`config.mk`:
```
export PLATFORM = sky130hd
export DESIGN_NAME = square_noise_sound_generator_unit
export DESIGN_NICKNAME = d
export VERILOG_FILES = /design/src/rtl/snsg_pkg.sv /design/src/rtl/square_noise_sound_generator_unit.sv
export VERILOG_INCLUDE_DIRS = /design/src /design/src/rtl
export SDC_FILE = /design/constraint.sdc
export NUM_CORES = 1
export LEC_CHECK = 0
export ABC_AREA = 1
export BUFFER_PORTS_ARGS = -buffer_cell sky130_fd_sc_hd__buf_2
export CAP_MARGIN = 30
export CORE_ASPECT_RATIO = 1.25
export CORE_MARGIN = 3
export CORE_UTILIZATION = 55
export CTS_CLUSTER_DIAMETER = 120
export DETAILED_ROUTE_END_ITERATION = 7
export PLACE_DENSITY = 0.72
export SLEW_MARGIN = 10
export SYNTH_ARGS = -nofsm -noshare
export SYNTH_HDL_FRONTEND = slang
export SYNTH_SLANG_ARGS = --single-unit
```
`constraint.sdc`:
```
create_clock -name clk -period 6.7 [get_ports clk]
set_input_delay 0.335 -clock clk [delete_from_list [all_inputs] [get_ports clk]]
set_output_delay 0.335 -clock clk [all_outputs]
set_load 0.02 [all_outputs]
```
`src/rtl/square_noise_sound_generator_unit_defines.svh`:
```
// Assertion macros shared by the square/noise sound generator RTL.
`ifndef SQUARE_NOISE_SOUND_GENERATOR_UNIT_DEFINES_SVH
`define SQUARE_NOISE_SOUND_GENERATOR_UNIT_DEFINES_SVH

// Check that the consequent holds in the same cycle as the antecedent.
`define SNSG_ASSERT_SAME(label, clk, rst_n, ante, cons) \
    label: assert property (@(posedge clk) disable iff (!rst_n) (ante) |-> (cons)) \
        else $error("sound generator check failed");

// Check that the consequent holds in the cycle after the antecedent.
`define SNSG_ASSERT_NEXT(label, clk, rst_n, ante, cons) \
    label: assert property (@(posedge clk) disable iff (!rst_n) (ante) |=> (cons)) \
        else $error("sound generator check failed");

`endif

```
`src/rtl/snsg_pkg.sv`:
```
// Constants, types and the level table of the square/noise sound generator.
package snsg_pkg;

    localparam int LevelDiv  = 14;
    localparam int LEVEL_W   = 12;
    localparam int SAMPLE_W  = 14;
    localparam int PERIOD_W  = 10;
    localparam int ATT_W     = 4;
    localparam int NUM_CH    = 4;

    localparam logic [SAMPLE_W-1:0] SAMPLE_MAX = SAMPLE_W'(4 * (32767 / LevelDiv));

    // Beat kinds
    localparam logic OP_WRITE = 1'b0;
    localparam logic OP_TICK  = 1'b1;

    // Channel codes
    localparam logic [1:0] CH_TONE2 = 2'd2;
    localparam logic [1:0] CH_NOISE = 2'd3;

    // Noise rate codes
    localparam logic [1:0] RATE_16   = 2'd0;
    localparam logic [1:0] RATE_32   = 2'd1;
    localparam logic [1:0] RATE_64   = 2'd2;

    localparam logic [15:0] NOISE_SEED = 16'h8000;

    typedef logic [PERIOD_W-1:0] period_t;
    typedef logic [ATT_W-1:0]    att_t;
    typedef logic [LEVEL_W-1:0]  level_t;

    // Map attenuation to output level; full attenuation is silent.
    function automatic level_t level_of(input att_t att);
        level_t lvl;
        case (att)
            4'd0:    lvl = LEVEL_W'(32767 / LevelDiv);
            4'd1:    lvl = LEVEL_W'(26028 / LevelDiv);
            4'd2:    lvl = LEVEL_W'(20675 / LevelDiv);
            4'd3:    lvl = LEVEL_W'(16422 / LevelDiv);
            4'd4:    lvl = LEVEL_W'(13045 / LevelDiv);
            4'd5:    lvl = LEVEL_W'(10362 / LevelDiv);
            4'd6:    lvl = LEVEL_W'(8231 / LevelDiv);
            4'd7:    lvl = LEVEL_W'(6568 / LevelDiv);
            4'd8:    lvl = LEVEL_W'(5193 / LevelDiv);
            4'd9:    lvl = LEVEL_W'(4125 / LevelDiv);
            4'd10:   lvl = LEVEL_W'(3277 / LevelDiv);
            4'd11:   lvl = LEVEL_W'(2603 / LevelDiv);
            4'd12:   lvl = LEVEL_W'(2067 / LevelDiv);
            4'd13:   lvl = LEVEL_W'(1642 / LevelDiv);
            4'd14:   lvl = LEVEL_W'(1304 / LevelDiv);
            default: lvl = '0;
        endcase
        return lvl;
    endfunction

endpackage

```
`src/rtl/square_noise_sound_generator_unit.sv`:
```
// Top level of the square/noise sound generator: three tones and one noise channel.
//
// Usage
//   Input channel (in_valid/in_ready, op, data): op = 0 carries a register byte
//   in the latch/data protocol, op = 1 is one generator clock tick (data unused).
//   Output channel (out_valid/out_ready, sample): one 14-bit unsigned level
//   sum for every tick beat; write beats produce no output beat.
//   Path: an accepted tick waits in the input register, and its sample is then
//   loaded into the sample register, from which it is shown on the output.
//   Throughput: one beat per cycle unless a tick stalls; the tone/noise counter update and the
//   four-entry level sum sit between the input register and the sample
//   register, so each beat takes one pass through that logic.
//   Stall: when the sample register holds an untaken beat, a tick waiting in
//   the input register holds and in_ready drops; a write there still goes
//   through, since it needs no output slot.
//   Reset (rst_n low, asynchronous): all channels silent (attenuation 15),
//   periods, counters, phases, noise shift register and latch cleared, both
//   pipeline registers empty. The first beat may be taken right after reset.
module square_noise_sound_generator_unit
    import snsg_pkg::*;
(
    input  logic                clk,
    input  logic                rst_n,
    input  logic                in_valid,
    output logic                in_ready,
    input  logic                op,
    input  logic [7:0]          data,
    output logic                out_valid,
    input  logic                out_ready,
    output logic [SAMPLE_W-1:0] sample
);

`include "square_noise_sound_generator_unit_defines.svh"

    // Input register
    logic       s1_valid_reg;
    logic       s1_op_reg;
    logic [7:0] s1_data_reg;
    logic       s1_go;

    // Generator state
    att_t       attenuation_reg     [NUM_CH];
    period_t    period_reload_reg   [NUM_CH];
    period_t    period_count_reg    [NUM_CH];
    logic [NUM_CH-1:0] phase_bit_reg;
    logic       noise_level_reg;
    logic [15:0] shift_reg_reg;
    logic       white_mode_reg;
    logic       follow_tone_two_reg;
    logic [2:0] latched_select_reg;

    att_t       attenuation_next    [NUM_CH];
    period_t    period_reload_next  [NUM_CH];
    period_t    period_count_next   [NUM_CH];
    logic [NUM_CH-1:0] phase_bit_next;
    logic       noise_level_next;
    logic [15:0] shift_reg_next;
    logic       white_mode_next;
    logic       follow_tone_two_next;
    logic [2:0] latched_select_next;

    // Result register
    logic                out_valid_reg;
    logic [SAMPLE_W-1:0] sample_reg;
    logic [SAMPLE_W-1:0] sum_next;

    // Advance the input register: writes always, ticks when the output slot frees
    assign s1_go    = s1_valid_reg && ((s1_op_reg == OP_WRITE) || !out_valid_reg || out_ready);
    assign in_ready = !s1_valid_reg || s1_go;

    always_ff @(posedge clk or negedge rst_n)
    begin
        if (!rst_n)
        begin
            s1_valid_reg <= 1'b0;
        end
        else if (in_ready)
        begin
            s1_valid_reg <= in_valid;
        end
    end

    always_ff @(posedge clk)
    begin
        if (in_ready && in_valid)
        begin
            s1_op_reg   <= op;
            s1_data_reg <= data;
        end
    end

    // Compute the next state and the sample for the beat in the input register
    always_comb
    begin
        logic [1:0]  ch;
        period_t     dec;
        logic [15:0] rot;

        attenuation_next     = attenuation_reg;
        period_reload_next   = period_reload_reg;
        period_count_next    = period_count_reg;
        phase_bit_next       = phase_bit_reg;
        noise_level_next     = noise_level_reg;
        shift_reg_next       = shift_reg_reg;
        white_mode_next      = white_mode_reg;
        follow_tone_two_next = follow_tone_two_reg;
        latched_select_next  = latched_select_reg;
        ch                   = s1_data_reg[6:5];
        dec                  = '0;
        rot                  = '0;

        if (s1_op_reg == OP_TICK)
        begin
            // Step each counter; reload and toggle phase when it hits zero
            for (int i = 0; i < NUM_CH; i++)
            begin
                dec = (period_count_reg[i] != '0) ? period_count_reg[i] - 1'b1
                                                   : period_count_reg[i];
                period_count_next[i] = dec;
                if (dec == '0)
                begin
                    period_count_next[i] = period_reload_reg[i];
                    phase_bit_next[i]    = ~phase_bit_reg[i];
                end
            end
            // Shift the noise register on a rising noise half-period
            if (phase_bit_next[CH_NOISE] && !phase_bit_reg[CH_NOISE])
            begin
                noise_level_next = shift_reg_reg[0];
                rot = {shift_reg_reg[0], shift_reg_reg[15:1]};
                if (white_mode_reg && rot[6])
                begin
                    rot[15] = ~rot[15];
                end
                shift_reg_next = rot;
            end
        end
        else if (s1_data_reg[7])
        begin
            // Latch byte
            latched_select_next = s1_data_reg[6:4];
            if (s1_data_reg[4])
            begin
                attenuation_next[ch] = s1_data_reg[3:0];
            end
            else if (ch == CH_NOISE)
            begin
                follow_tone_two_next = 1'b0;
                case (s1_data_reg[1:0])
                    RATE_16: period_reload_next[CH_NOISE] = PERIOD_W'(16);
                    RATE_32: period_reload_next[CH_NOISE] = PERIOD_W'(32);
                    RATE_64: period_reload_next[CH_NOISE] = PERIOD_W'(64);
                    default:
                    begin
                        period_reload_next[CH_NOISE] = period_reload_reg[CH_TONE2];
                        follow_tone_two_next         = 1'b1;
                    end
                endcase
                white_mode_next = s1_data_reg[2];
                shift_reg_next  = NOISE_SEED;
            end
            else
            begin
                period_reload_next[ch] = {period_reload_reg[ch][PERIOD_W-1:4],
                                          s1_data_reg[3:0]};
                if (ch == CH_TONE2 && follow_tone_two_reg)
                begin
                    period_reload_next[CH_NOISE] = period_reload_next[CH_TONE2];
                end
            end
        end
        else if (!latched_select_reg[0])
        begin
            // Data byte: high tone bits of the latched tone channel
            ch = latched_select_reg[2:1];
            if (ch != CH_NOISE)
            begin
                period_reload_next[ch] = {s1_data_reg[5:0], period_reload_reg[ch][3:0]};
                if (ch == CH_TONE2 && follow_tone_two_reg)
                begin
                    period_reload_next[CH_NOISE] = period_reload_next[CH_TONE2];
                end
            end
        end

        // Sum the levels of active tones and the noise output
        sum_next = (phase_bit_next[0] ? SAMPLE_W'(level_of(attenuation_reg[0])) : '0)
                 + (phase_bit_next[1] ? SAMPLE_W'(level_of(attenuation_reg[1])) : '0)
                 + (phase_bit_next[2] ? SAMPLE_W'(level_of(attenuation_reg[2])) : '0)
                 + (noise_level_next  ? SAMPLE_W'(level_of(attenuation_reg[3])) : '0);
    end

    // Commit the generator state
    always_ff @(posedge clk or negedge rst_n)
    begin
        if (!rst_n)
        begin
            for (int i = 0; i < NUM_CH; i++)
            begin
                attenuation_reg[i]   <= '1;
                period_reload_reg[i] <= '0;
                period_count_reg[i]  <= '0;
            end
            phase_bit_reg       <= '0;
            noise_level_reg     <= 1'b0;
            shift_reg_reg       <= '0;
            white_mode_reg      <= 1'b0;
            follow_tone_two_reg <= 1'b0;
            latched_select_reg  <= '0;
        end
        else if (s1_go)
        begin
            attenuation_reg     <= attenuation_next;
            period_reload_reg   <= period_reload_next;
            period_count_reg    <= period_count_next;
            phase_bit_reg       <= phase_bit_next;
            noise_level_reg     <= noise_level_next;
            shift_reg_reg       <= shift_reg_next;
            white_mode_reg      <= white_mode_next;
            follow_tone_two_reg <= follow_tone_two_next;
            latched_select_reg  <= latched_select_next;
        end
    end

    // Load the sample register on a tick, drop it once taken
    always_ff @(posedge clk or negedge rst_n)
    begin
        if (!rst_n)
        begin
            out_valid_reg <= 1'b0;
        end
        else if (s1_go && (s1_op_reg == OP_TICK))
        begin
            out_valid_reg <= 1'b1;
        end
        else if (out_ready)
        begin
            out_valid_reg <= 1'b0;
        end
    end

    always_ff @(posedge clk)
    begin
        if (s1_go && (s1_op_reg == OP_TICK))
        begin
            sample_reg <= sum_next;
        end
    end

    assign out_valid = out_valid_reg;
    assign sample    = sample_reg;

    // Checks
    `SNSG_ASSERT_NEXT(a_write_no_beat, clk, rst_n,
        s1_valid_reg && (s1_op_reg == OP_WRITE) && (!out_valid_reg || out_ready),
        !out_valid_reg)
    `SNSG_ASSERT_NEXT(a_tick_holds, clk, rst_n,
        s1_valid_reg && (s1_op_reg == OP_TICK) && out_valid_reg && !out_ready,
        s1_valid_reg && (s1_op_reg == OP_TICK))
    `SNSG_ASSERT_SAME(a_sample_range, clk, rst_n,
        out_valid_reg,
        sample_reg <= SAMPLE_MAX)
    `SNSG_ASSERT_NEXT(a_noise_seed, clk, rst_n,
        s1_go && (s1_op_reg == OP_WRITE) && s1_data_reg[7] && !s1_data_reg[4]
            && (s1_data_reg[6:5] == CH_NOISE),
        shift_reg_reg == NOISE_SEED)

endmodule
```
# After elaboration in Yosys (flattened, before gate mapping)
# Memory sizes are Yosys's and may differ from the RTL's.
# Cells that the tools add are included.
[totals] ff_bits=147 rom_bits=768 input_bits=13 elab_cells=148 memories=4
[classes] n_addsub=7 order_cmp=4 eq_ne=11 n_mux=53 n_bitwise=9 n_reduce_logical=36
[mem_list] name="(name not given)" words=16 width=12 rd=1 rd_ports_with_merged_regs=0 wr=0 line="snsg_pkg.sv:35" rtl="case (att)"
[mem_list] name="(name not given)" words=16 width=12 rd=1 rd_ports_with_merged_regs=0 wr=0 line="snsg_pkg.sv:35"
[mem_list] name="(name not given)" words=16 width=12 rd=1 rd_ports_with_merged_regs=0 wr=0 line="snsg_pkg.sv:35"
[mem_list] name="(name not given)" words=16 width=12 rd=1 rd_ports_with_merged_regs=0 wr=0 line="snsg_pkg.sv:35"
[op_table] operator="$mux W40" count=4
[op_table] operator="$mux W10" count=15
[op_table] operator="$bwmux W40" count=2
[op_table] operator="$mux W16" count=5
[op_table] operator="$mux W12" count=4
[op_table] operator="$bmux W10 S2" count=2
[op_table] operator="$demux W10 S2" count=2
[op_table] operator="$logic_not A10 Y1" count=4
[op_table] operator="$reduce_bool A10 Y1" count=4
[op_table] operator="$sub A10 B1 Y10 const B" count=4
[op_table] operator="$mux W30" count=1
[op_table] operator="$pmux W10 S3" count=1
[op_table] operator="$bwmux W16" count=1
[op_table] operator="$reduce_and A5 Y1" count=3
[op_table] operator="$add A13 B12 Y14" count=1
[op_table] operator="$add A14 B12 Y14" count=1
[op_table] operator="$add A12 B12 Y13" count=1
[op_table] operator="$mux W4" count=3
[op_table] operator="$mux W1" count=11
[op_table] operator="$ne A2 B2 Y1 const B" count=5
[op_table] operator="$logic_and A1 B1 Y1" count=9
[op_table] operator="$demux W4 S2" count=1
[op_table] operator="$eq A2 B2 Y1 const B" count=4
[op_table] operator="$reduce_bool A2 Y1" count=4
[op_table] operator="15 further kinds" count=28

# Depth between registers and ports, before layout
[depth] ltp_word=10 ltp_mapped=27 mapped_depth_nobuf=27

# Least setup slack after synthesis
# Ideal clock, no wire load.
[synth_path] kind="register to register" startpoint="register period_count_reg[0] (netlist name)" endpoint="register sample_reg[11] (netlist: sample[11]) (data pin)" setup_time_ns=0.258 t_arrival_ns=4.161 path_slack_ns=2.281 stages_incl_launch_ff=25 cell_sequence="dfrtp_1 > inv_1 > ha_1 > nand2_1 > nor2_4 > nand2_2 > o21ai_0 > nand2_1 > nor2_1 > nand3_1 > inv_1 > ha_1 > nand2_1 > o21a_1 > inv_1 > o21ai_0 > fa_1 > inv_1 > fa_1 > nand3_1 > nand3_1 > a31oi_1 > o21ai_0 > a21oi_1 > xnor2_1"
[synth_via] elab_chain_len=10 elab_cells_between_ends=11 cone_classes="2 x add/sub; 6 x mux; 3 x reduce/logical"
[synth_lines] element="from (decl)" line="square_noise_sound_generator_unit.sv:44" rtl="period_t period_count_reg [NUM_CH];"
[synth_lines] element="from (signal assigned)" line="square_noise_sound_generator_unit.sv:215" rtl="period_count_reg <= period_count_next;"
[synth_lines] element="$sub A10 B1 Y10 / $reduce_bool A10 Y1 (equally long branches)" line="square_noise_sound_generator_unit.sv:117" rtl="dec = (period_count_reg[i] != '0) ? period_count_reg[i] - 1'b1"
[synth_lines] element="$mux W10 *" line="square_noise_sound_generator_unit.sv:117"
[synth_lines] element="$logic_not A10 Y1 *" line="square_noise_sound_generator_unit.sv:120" rtl="if (dec == '0)"
[synth_lines] element="$mux W1 *" line="square_noise_sound_generator_unit.sv:120"
[synth_lines] element="$mux W1 *" line="square_noise_sound_generator_unit.sv:112" rtl="if (s1_op_reg == OP_TICK)"
[synth_lines] element="$logic_and A1 B1 Y1 *" line="square_noise_sound_generator_unit.sv:127" rtl="if (phase_bit_next[CH_NOISE] && !phase_bit_reg[CH_NOISE])"
[synth_lines] element="$mux W1 *" line="square_noise_sound_generator_unit.sv:127"
[synth_lines] element="$mux W1 *" line="square_noise_sound_generator_unit.sv:112"
[synth_lines] element="$mux W12 *" line="square_noise_sound_generator_unit.sv:190" rtl="+ (noise_level_next ? SAMPLE_W'(level_of(attenuation_reg[3])) : '0);"
[synth_lines] element="$add A14 B12 Y14 *" line="square_noise_sound_generator_unit.sv:190"
[synth_lines] element="net sum_next[11]" line="square_noise_sound_generator_unit.sv:65" rtl="logic [SAMPLE_W-1:0] sum_next;"
[synth_lines] element="to (signal assigned)" line="square_noise_sound_generator_unit.sv:246" rtl="sample_reg <= sum_next;"
[synth_lines] element="to (decl)" line="square_noise_sound_generator_unit.sv:64" rtl="logic [SAMPLE_W-1:0] sample_reg;"
# The timed path passes the listed nets; every way through them passes the cells marked *. The select of a mux whose other input is x is not followed.
# A chain may end at the register's enable or synchronous reset.

# Final worst setup path
# Same ends and word-level chain as after synthesis.

==> flow_summary.ini <==
[status]
status = finished, final reports clean

[cells_and_area]
final_nets = 1501
drive_above_1_share_pct = 11.4
n_antenna_cell = 0
area_delta_synth_final_pct = 8.84
fin_area_sq_mm = 0.0115
fillers = 1712

[clocking]
cts_tree = yes
clk_latency_ns = 0.42
cts_buffers = 17
clkSlewWorstSetupHoldPaths_ns = 0.06
postCtsHoldBufs = 1
clk_path_buf_depth = 2
cts_max_level = 4
cts_resized = 0
cts_sinks = 147
cts_root_buf = clkbuf_16
cts_setup_buffers = 0

[timing]
period_needed_ns = 5.70
period_share_pct = 85.1
setup_tns_ns = 0
rsz0062_at_grt = no
hold_violations = 0
relSlewSlack_pct = 42.7
worstMarginPinSlew_ns = 0.856
setup_viol = 0
fin_skew_ns = 0.00680
clock.fmax_mhz = 175
slew_viol_final = 0

[critical_path]
critPathTopFamily = simple AND/OR/NAND/NOR gates
critPathArrivalTime_ns = 5.87
endpoint_kind = flip-flop
critPathKind = flip-flop to flip-flop
reg2reg_slack_ns = 1.00
start_kind = flip-flop
critPathRequiredTime_ns = 6.87
cpMostUsedCell = inv_1
crit_buf_inv = 4
worst-path-max-fanout = 11
worst_path_largest_cell_delay_ns = 0.52
crit_chain = inv_1, ha_1, nand2_1, nor2_4, nand2_2, o21ai_0, nand2_1, nor2_1, nand3_1, inv_1, ha_1, nand2_1, o21a_1, inv_1, o21ai_0, fa_1, inv_1, fa_1, nand3_1, nand3_1, a31oi_1, o21ai_0, a21oi_1, xnor2_1
crit_slowest_cell = fa_1

[routing]
drcViolationCount = 0
drt_wl_total_um = 25100
wl_per_cell_um = 15.0
drt_iter0_markers = 624
via_per_inst = 5.57
firstDrtPassIters = 5
vias = 9286
antenna_left = 0

[run]
drv_cap = 0

[grt]
grt_pass1_vias = 8857
grt_max_degree = 74
gr-total-overflow = 0
grtUsageTotal_pct = 25.0
grt_pass1_wl_um = 42300
antenna_found_initial = 0

[synth]
synthCells = 1416
postSynthAreaPerCell_sq_um = 7.45
synth_cell_types = 52
synth_edf_count = 23
ys_seq_elements = 147
async_flop_share_pct = 84.4
yosysSeqAreaShare_pct = 36.2
synth-main-ff-cell = dfrtp_1
syn_nets = 1495
netlist_area_sq_mm = 0.0105
ys_warn_count = 0

[power_and_ir_drop]
leakagePower_nw = 5.64
power_density_mw_per_mm2 = 390
vdd_drop_max_v = 0.000240

[floorplanning]
die_w_um = 130
dieArea_sq_mm = 0.0209
rows = 56
die_h_um = 161
initial_core_util_pct = 56.2
fp.coreArea_sq_mm = 0.0188
pin_count = 29

[placed_design]
portBuffers = 28
dp_hpwl_um = 18000
finalWeightedCongestion = 0.929
placed_area_sq_mm = 0.0108

[hold_path]
hp-class = input pin to flip-flop
## layout make-up
| class | instances | area (sq um) | share of cell area [%] |
|---|---|---|---|
| clock buffers | 19 | 433 | 3.77 |
| flip-flops and latches | 147 | 3810 | 33.2 |
| multi-input cells | 1029 | 5760 | 50.2 |
| repair buffers | 35 | 230 | 2.01 |
| inverters | 192 | 721 | 6.28 |
| well taps | 232 | 290 | 2.53 |
| clock inverters | 13 | 229 | 1.99 |
## stage by stage
step / hold slack, ns / worst slack (ns) / utilization (%) / std cells / total power (W)
after CTS: 0.0678 / 1.04 / 60.9 / 1665 / 0.00448
after global placement: 0.421 / 1.31 / 57.3 / 1632 / 0.00333
after detailed placement: 0.431 / 1.09 / 57.3 / 1632 / 0.00337
after global routing: 0.0696 / 0.428 / 61.1 / 1667 / 0.00488
after floorplan: 0.0394 / 2.28 / - / 1416 / 0.00301
final: 0.0824 / 1.00 / 61.1 / 1667 / 0.00448
## final timing paths
| check | to | start | cells after the start |
|---|---|---|---|
| max | sample[11] | period_count_reg[0] | 24 |
| min | s1_data_reg[2] | data[2] | 1 |
| max reg2reg | sample[11] | period_count_reg[0] | 24 |
| min reg2reg | period_reload_reg[6] | period_reload_reg[6] | 2 |
| max in group asynchronous | attenuation_reg[3] | rst_n | 4 |
| min in group asynchronous | period_count_reg[2] | rst_n | 2 |
## logic make-up (layout without fill, tap and decap cells)
| group | Yosys count | count (layout) | share of synthesized area (%) |
|---|---|---|---|
| and+or+nand+nor | 702 | 702 | 29.5 |
| AOI/OAI and AO/OA | 244 | 244 | 14.1 |
| buffers and inverters | 240 | 259 | 9.21 |
| DFF | 147 | 147 | 36.2 |
| adders and majority gates | 66 | 66 | 9.54 |
| xor gates and xnor gates | 17 | 17 | 1.41 |
## worst reg2reg max path, stage by stage (launching register included)
cell and delay (ns):
dfrtp_1 0.39, inv_1 0.14, ha_1 0.24, nand2_1 0.14, nor2_4 0.18, nand2_2 0.13
o21ai_0 0.14, nand2_1 0.08, nor2_1 0.50, nand3_1 0.35, inv_1 0.21, ha_1 0.20
nand2_1 0.10, o21a_1 0.30, inv_1 0.20, o21ai_0 0.15, fa_1 0.52, inv_1 0.06
fa_1 0.45, nand3_1 0.10, nand3_1 0.13, a31oi_1 0.25, o21ai_0 0.17, a21oi_1 0.21
xnor2_1 0.09
## where the power goes
part | internal (W) | total, W | switching (W) | leakage (nW)
Clock | 0.000699 | 0.00109 | 0.000391 | 0.312
Combinational | 0.000670 | 0.00195 | 0.00128 | 3.56
Sequential | 0.00118 | 0.00144 | 0.000257 | 1.76
Total | 0.00255 | 0.00448 | 0.00193 | 5.64
## layout by cell type (no fill, tap or decap), types with 4 or more instances in the layout
cell       count
a211oi_1       8
fa_1          24
clkinv_1       4
dfrtp_1      108
clkbuf_16     17
or2_2          8
nand4_1       36
o21bai_1       4
inv_1        186
xnor2_1        6
nand2_2       14
nor2_2        35
o21ai_0       80
o21ai_1        5
a21boi_1       7
nand3b_1       4
a2bb2oi_1      6
bufinv_16      6
buf_2         27
a21oi_1       55
edfxtp_1      23
nor3_1         6
ha_1          42
a31oi_1        7
o211ai_1       8
buf_4          5
o21ai_2        7
o22ai_1       19
a22oi_1       19
dfstp_2       16
nor2_1       100
a32oi_1        4
nand3_1       98
nor2_4         8
xor2_1        11
nand2_1      387
## routing by layer
metal	vias to the layer above	share of wire, %	global-route usage, %
met3	48	4.1	3.46
met4	0	2.7	9.12
met2	233	49	42.6
met5	-	0	0
li1	4643	-	-
met1	4362	44	32.5
## synthesized netlist by cell type (all sizes together), types with 2 or more instances
| cell | instances | area [sq um] |
|---|---|---|
| buf | 23 | 156 |
| o22ai | 19 | 119 |
| fa | 24 | 480 |
| a22oi | 19 | 143 |
| a2bb2oi | 6 | 52.6 |
| inv | 189 | 709 |
| a211oi | 8 | 60.1 |
| edfxtp | 23 | 691 |
| a31oi | 8 | 56.3 |
| nand4 | 36 | 225 |
| dfrtp | 108 | 2700 |
| dfstp | 16 | 420 |
| clkbuf | 25 | 93.8 |
| a32o | 3 | 30.0 |
| nand2 | 403 | 1560 |
| o21a | 2 | 15.0 |
| or2 | 8 | 50.1 |
| o21bai | 4 | 30.0 |
| clkinv | 3 | 11.3 |
| o21ai | 92 | 487 |
| a32oi | 4 | 35.0 |
| ha | 42 | 526 |
| a21boi | 8 | 60.1 |
| nand3 | 101 | 521 |
| o211ai | 8 | 60.1 |
| xor2 | 11 | 96.3 |
| nand3b | 4 | 30.0 |
| nor2 | 143 | 684 |
| xnor2 | 6 | 52.6 |
| nor3 | 6 | 30.0 |
| o311ai | 2 | 17.5 |
| a21oi | 56 | 284 |
Note: power is estimated with default switching activity, not from simulation.
